<file path="src/sv/lph_pkg.sv">
// ----------------------------------------------------------------------------
// Letter position and pair histogram: shared package
// Command codes, field widths, ASCII bounds and the control bundle that the
// top level sends to each count table.
// ----------------------------------------------------------------------------
package lph_pkg;

	// Fixed field widths of the command and result ports.
	localparam int WORD_W  = 40;
	localparam int FIELD_W = 5;
	localparam int COUNT_W = 32;

	// Lowercase letter bounds in ASCII.
	localparam logic [7:0] ASCII_A = 8'h61;
	localparam logic [7:0] ASCII_Z = 8'h7a;

	typedef enum logic [1:0] {
		CMD_CLEAR    = 2'd0,
		CMD_ADD      = 2'd1,
		CMD_RD_POS   = 2'd2,
		CMD_RD_PAIR  = 2'd3
	} cmd_t;

	// At most one member is set in a cycle.
	// rd: plain read, bump: saturating increment, clr: write zero.
	typedef struct packed {
		logic rd;
		logic bump;
		logic clr;
	} tbl_ctl_t;

endpackage

</file>
<file path="src/sv/lph_ram.sv">
// ----------------------------------------------------------------------------
// Generic RAM
// One write port and one read port; the read data is registered and returns
// the contents before a write to the same address in the same cycle.
// ----------------------------------------------------------------------------
module lph_ram #(
	parameter int WIDTH = 32,
	parameter int DEPTH = 130,
	localparam int AW = $clog2(DEPTH)
) (
	input  logic             clk,
	input  logic             we,
	input  logic [AW-1:0]    waddr,
	input  logic [WIDTH-1:0] wdata,
	input  logic [AW-1:0]    raddr,
	output logic [WIDTH-1:0] rdata
);

	logic [WIDTH-1:0] mem [DEPTH];

	always_ff @(posedge clk) begin
		if (we) begin
			mem[waddr] <= wdata;
		end
		rdata <= mem[raddr];
	end

endmodule

</file>
<file path="src/sv/lph_table.sv">
// ----------------------------------------------------------------------------
// Count table
// A RAM with a one-stage read-modify-write path. A bump reads the entry, adds
// one with saturation in the next cycle and writes it back. A write landing in
// the same cycle as a read is forwarded to that read.
// ----------------------------------------------------------------------------
module lph_table #(
	parameter int DEPTH = 130,
	parameter int CNT_W = 32,
	localparam int AW = $clog2(DEPTH)
) (
	input  logic              clk,
	input  logic              arst_n,
	input  lph_pkg::tbl_ctl_t ctl,
	input  logic [AW-1:0]     addr,
	output logic [CNT_W-1:0]  rdata
);
	import lph_pkg::*;

	logic             bump_s1;
	logic [AW-1:0]    addr_s1;
	logic             wr_valid_q;
	logic [AW-1:0]    wr_addr_q;
	logic [CNT_W-1:0] wr_data_q;

	logic [CNT_W-1:0] ram_rdata;
	logic [CNT_W-1:0] cur;
	logic [CNT_W-1:0] inc;
	logic             we;
	logic [AW-1:0]    waddr;
	logic [CNT_W-1:0] wdata;

	lph_ram #(
		.WIDTH(CNT_W),
		.DEPTH(DEPTH)
	) u_ram (
		.clk   (clk),
		.we    (we),
		.waddr (waddr),
		.wdata (wdata),
		.raddr (addr),
		.rdata (ram_rdata)
	);

	// The RAM returns old data when the previous write (a bump or a clear) hit the same
	// entry at the edge that took the read.
	assign cur   = (wr_valid_q && wr_addr_q == addr_s1) ? wr_data_q : ram_rdata;
	assign inc   = (cur == {CNT_W{1'b1}}) ? cur : cur + CNT_W'(1);
	assign rdata = cur;

	assign we    = bump_s1 | ctl.clr;
	assign waddr = bump_s1 ? addr_s1 : addr;
	assign wdata = bump_s1 ? inc : '0;

	always_ff @(posedge clk or negedge arst_n) begin
		if (!arst_n) begin
			bump_s1    <= 1'b0;
			wr_valid_q <= 1'b0;
		end else begin
			bump_s1    <= ctl.bump;
			wr_valid_q <= we;
		end
	end

	always_ff @(posedge clk) begin
		addr_s1   <= addr;
		wr_addr_q <= waddr;
		wr_data_q <= wdata;
	end

	a_no_write_clash: assert property (@(posedge clk) disable iff (!arst_n)
		!(bump_s1 && ctl.clr))
		else $error("clear write collides with a pending increment");

	a_ctl_single: assert property (@(posedge clk) disable iff (!arst_n)
		$onehot0({ctl.rd, ctl.bump, ctl.clr}))
		else $error("more than one table operation in a cycle");

	a_bump_writes: assert property (@(posedge clk) disable iff (!arst_n)
		ctl.bump |=> (we && waddr == $past(addr)))
		else $error("increment not written back to its entry");

endmodule

</file>
<file path="config.mk">
export PLATFORM = sky130hd
export DESIGN_NAME = lph_table
export DESIGN_NICKNAME = d
export VERILOG_FILES = /design/src/sv/lph_pkg.sv /design/src/sv/lph_ram.sv /design/src/sv/lph_table.sv
export SDC_FILE = /design/constraint.sdc
export NUM_CORES = 2
export LEC_CHECK = 0
export BUFFER_PORTS_ARGS = -buffer_cell sky130_fd_sc_hd__buf_2
export CORE_UTILIZATION = 40
export DETAILED_ROUTE_END_ITERATION = 16
export PLACE_DENSITY_LB_ADDON = 0.15
export SLEW_MARGIN = 30
export SYNTH_ARGS = -nofsm -noshare
export SYNTH_HDL_FRONTEND = slang
export SYNTH_MEMORY_MAX_BITS = 65536
export SYNTH_SLANG_ARGS = --single-unit
</file>
<file path="constraint.sdc">
create_clock -name clk -period 9.2 [get_ports clk]
set_clock_uncertainty 0.2 [all_clocks]
set_input_delay 1.38 -clock clk [delete_from_list [all_inputs] [get_ports clk]]
set_output_delay 1.38 -clock clk [all_outputs]
set_load 0.01 [all_outputs]
</file>
# Word-level counts from Yosys, hierarchy flattened
# Memories as Yosys holds them, arrays and structs flattened. A register that Yosys moved wholly into a read port is not among the register bits.
# Index checks and enable logic that the tools add are counted.
# word_totals
register_bits	50
mem_bits_rw	4160
input_bits	13
out_inout_bits	32
word_cells	17
mem_count	1
# classes
n_addsub	1
n_eq_ne	2
n_mux	6
bitwise	1
reduce_logical	1
# memory_table
memory	words	width	read_ports	rd_clocked_by_memory_dff	write_ports	line_no	rtl
u_ram.mem	130	32	1	1	1	lph_ram.sv:19	logic [WIDTH-1:0] mem [DEPTH];
# op_table
op	n
32-bit two-way mux	3
32-bit by 1-bit adder with 32-bit output (second input constant)	1
32-bit == test (second input constant)	1
8-bit == test	1
8-bit two-way mux	1
1-bit two-way mux	2
1-bit logical AND	1
1-bit OR	1

# Logic depth before layout (Yosys ltp)
# logic_depth
ltp_word	6
ltp_mapped	17

# Modules after synthesis
# From an unflattened synthesis, not the netlist that was laid out.
# hier_totals
cells_unflattened	7652
area_unflattened_um2	163634.4
# modules_own_cells
module	instances	cells_each	area_each_um2
lph_ram	1	7289	160482.7
lph_table	1	363	3151.8

# Worst setup path before layout
# OpenSTA, ideal clock, no wires.
# synth_timing
kind	reg2reg
start	reg addr_s1[1]
end	mem u_ram.mem[0][28] (data pin)
setup_ns	1.252
t_arrival_ns	8.729
t_required_ns	7.748
slack_ns	-0.981
path_stages_with_launch	15
path_buffers	3
period_less_slack_ns	10.181
path_cell_list	dfxtp_1 xnor2_1 nand4_1 nor3_4 buf_2 clkbuf_1 nand2_1 nand2_1 ha_1 clkbuf_1 nand4_1 or4_1 o22ai_1 nand3_1 a211oi_1
# synth_via
elab_chain_cells	6
word_cells_on_any_way	7
cone_classes	add/sub: 1; eq/ne: 2; mux: 3; reduce/logical: 1
# synth_lines
element	line_no	rtl
from (decl)	lph_table.sv:21	logic [AW-1:0] addr_s1;
from (signal assigned)	lph_table.sv:66	addr_s1 <= addr;
8-bit == test *	lph_table.sv:47	assign cur = (wr_valid_q && wr_addr_q == addr_s1) ? wr_data_q : ram_rdata;
1-bit logical AND *	lph_table.sv:47	
32-bit two-way mux *	lph_table.sv:47	
named net rdata[1]	lph_table.sv:16	output logic [CNT_W-1:0] rdata
32-bit by 1-bit adder with 32-bit output or 32-bit == test (tied branches)	lph_table.sv:48	assign inc = (cur == {CNT_W{1'b1}}) ? cur : cur + CNT_W'(1);
32-bit two-way mux *	lph_table.sv:48	
32-bit two-way mux *	lph_table.sv:53	assign wdata = bump_s1 ? inc : '0;
named net u_ram.wdata[28]	lph_ram.sv:14	input logic [WIDTH-1:0] wdata,
to (decl)	lph_ram.sv:19	
# The timed path passes the listed nets; every way through them passes the cells marked *.

# Worst setup path in the final report
# layout_timing
start	reg addr_s1[1]
end	mem u_ram.mem[59][22] (data pin)
# layout_via
elab_chain_cells	6
word_cells_on_any_way	7
cone_classes	add/sub: 1; eq/ne: 2; mux: 3; reduce/logical: 1
# layout_lines
element	line_no
8-bit == test *	lph_table.sv:47
1-bit logical AND *	lph_table.sv:47
32-bit two-way mux *	lph_table.sv:47
32-bit by 1-bit adder with 32-bit output or 32-bit == test (tied branches)	lph_table.sv:48
32-bit two-way mux *	lph_table.sv:48
32-bit two-way mux *	lph_table.sv:53
named net u_ram.wdata[22]	lph_ram.sv:14
# Marks and branches as above.

==> reports/qor.txt <==
Status - complete, no violations
Number of cells after detailed placement - 12.5k
Synth-to-Final Area Change - 14.4%
Post-DRT Antenna Nets - 0
Post-synth EDFFs - 4160
Worst Hold Depth - 1
Total CTS buffers - 444
CP required - 9.64 ns
Synth Area per Inst - 22.6 µm²
Max Cap Violations - 0
Htree depth - 5
Worst R2R Setup Slack - 2.31 ns
Cells after synthesis - 7206
Port Buffers - 43
Crit path capture type - register
CTS tree - built
F_max - 145 MHz
Count of cell types in the netlist - 57
Vias per cell - 5.90
Final setup viols - 0
PD cells - 221 nW/µm²
Largest net degree at the start of global routing - 132
Initial DRC Count - 9285
Yosys warning total - 0
Register area share after synthesis - 0.778
FF-to-FF path depth - 14
FFs w/ async S/R, synth - 0.000471
Final period util - 0.749
Startpoint Class - register
Max Slew Vio Count - 0
Kind of critical path - register to register
DRC - 0
Core area - 404000 µm²
Final Critical Period - 6.89 ns
Cts hold-fix bufs - 1
Hold Fails Final Rpt - 0
GPL Wtd Cong - 0.866
Post-CTS setup buffers - 0
Most common cell after layout, fill and taps aside - edfxtp_1
Hpwl dp - 245000 µm
Leakage - 57.9 nW
Die area - 409000 µm²
Crit path max fanout - 65
Row cnt - 233
Final setup TNS - 0 ns
FILL cells - 33.5k
RSZ-0062 raised after global routing - no
VDD IR max - 0.000164 V
Min-delay src - ctl[1]
Detailed Route WL - 463000 µm
Post-Syn Nets - 7220
Post-Layout Cell Count - 13.4k
First-pass GRT wire length - 640000 µm
Die width - 640 µm
Worst-Skew Late Latency - 1.02 ns
#FFs+latches synth - 4242
CTS Sinks - 4242
Initial cell density of the core - 0.403
Final net count - 7609
Crit path DAT - 7.33 ns
Wire per inst - 34.6 µm
Vias in the first global route - 80.3k
Drt first pass iters - 6
Max clock buf depth - 4
Worst min-delay path class - primary input to register
Slew HR - 0.278
Via count - 79.0k
Post-cts sizing count - 0
Worst-margin pin slew - 1.08 ns
Start of the worst register-to-register path - addr_s1[1]
Synth Flop Type - edfxtp_1
I/O pin count - 45
Clk slew on worst S/H paths - 0.07 ns
Total track usage - 0.225
Synthesized cell area - 163000 µm²
Share of layout cells above drive strength 1 - 0.283
Root buffer cell - clkbuf_16
Most frequent cells in the layout - edfxtp_1 (4160), mux4_2 (1061), clkbuf_16 (448), mux2i_1 (272), buf_4 (253)
Chip height - 640 µm
Initial antenna violation count - 29
CP Launch Point - addr_s1[1]
Remaining Overflow, GRT - 0
==> Yosys cell counts (all sizes together) (4+ instances only) <==
cell type,instances,share of area
a2111oi,26,0.0014
a211oi,101,0.0047
a21oi,81,0.0025
a221oi,71,0.0038
a31oi,5,0.00019
and2,7,0.00027
and3,20,0.00077
and4,11,0.00059
buf,231,0.0080
clkbuf,182,0.0042
dfxtp,80,0.0098
edfxtp,4160,0.77
inv,8,0.00018
mux2,48,0.0033
mux2i,272,0.017
mux4,1061,0.15
nand2,151,0.0035
nand2b,37,0.0014
nand3,78,0.0024
nand3b,4,0.00018
nand4,12,0.00046
nor2,189,0.0044
nor2b,37,0.0014
nor3,22,0.00078
nor3b,5,0.00023
nor4,9,0.00042
o211a,7,0.00043
o21ai,76,0.0024
o221ai,62,0.0033
o22ai,57,0.0022
o311a,25,0.0015
or2,26,0.0010
xnor2,22,0.0012
xor2,4,0.00022
==> per-layer routing <==
layer  up-vias  share of wire  wire (µm)  GRT usage
met4         2          0.027      12500     0.0597
met5         -       0.000026         12          0
li1      31645              -          -          -
met3       606          0.063      29300     0.0312
met1     43813           0.42     194000      0.314
met2      2915           0.49     227000      0.371
==> final cells by class <==
cell class / count / area [µm²] / area share
Antenna cell: 24 / 60.1 / 0.000323
Clock buffer: 583 / 11800 / 0.0633
Clock inverter: 232 / 2050 / 0.0110
Inverter: 8 / 31.3 / 0.000168
Multi-Input combinational cell: 2543 / 35600 / 0.191
Sequential cell: 4242 / 127000 / 0.680
Tap cell: 5405 / 6760 / 0.0363
Timing Repair Buffer: 356 / 3290 / 0.0177
==> critical path, stage by stage (launching register included) <==
cell	delay [ns]
dfxtp_1	0.44
xnor2_1	0.18
nand4_1	0.44
nor3_4	0.24
buf_4	0.48
nand2_1	0.13
nand2_1	0.16
ha_1	0.37
nand4_1	0.32
nor4_1	0.56
a32o_1	0.86
nor4_1	0.17
xnor2_1	0.28
nor2_4	0.77
buf_4	0.76
==> flip-flops by register name (all words and copies together) (netlist names) <==
| signal | count |
|---|---|
| wr_valid_q | 1 |
| wr_addr_q | 8 |
| addr_s1 | 8 |
| u_ram.mem | 4160 |
| u_ram.rdata | 32 |
| bump_s1 | 1 |
| wr_data_q | 32 |
==> power breakdown <==
part | internal [mW] | switching, mW | leakage (nW)
Clock | 9.85 | 7.36 | 6.73
Sequential | 21.5 | 0.0470 | 38.6
Combinational | 0.732 | 1.66 | 12.6
Total | 32.1 | 9.06 | 57.9
==> per-stage QoR <==
step           hold WS (ns)  area [µm²]  utilization  power, mW  setup WS, ns
2_1_floorplan         0.315      163000            -       23.4          1.06
3_3_place_gp          0.354      172000        0.425       24.3          2.64
3_5_place_dp          0.362      172000        0.426       24.4          2.69
4_1_cts               0.215      186000        0.461       41.6          2.62
5_1_grt               0.243      186000        0.461       42.3          2.17
6_report              0.295      186000        0.461       41.2          2.31
==> cells by family after synthesis <==
logic type / count (synthesis) / share of synthesized area
flops: 4242 / 0.778
buf+inv: 421 / 0.0124
compound gates: 522 / 0.0230
xor+xnor: 26 / 0.00140
simple gates: 613 / 0.0181
mux: 1381 / 0.167
fa+ha+maj: 1 / 0.0000769
==> worst paths after layout <==
| check | end |
|---|---|
| max | u_ram.mem[59][22] |
| min | bump_s1 |
| max reg2reg | u_ram.mem[59][22] |
| min reg2reg | wr_addr_q[7] |
| max in group asynchronous | bump_s1 |
| min in group asynchronous | wr_valid_q |
Power figures use the tool's default switching activity.
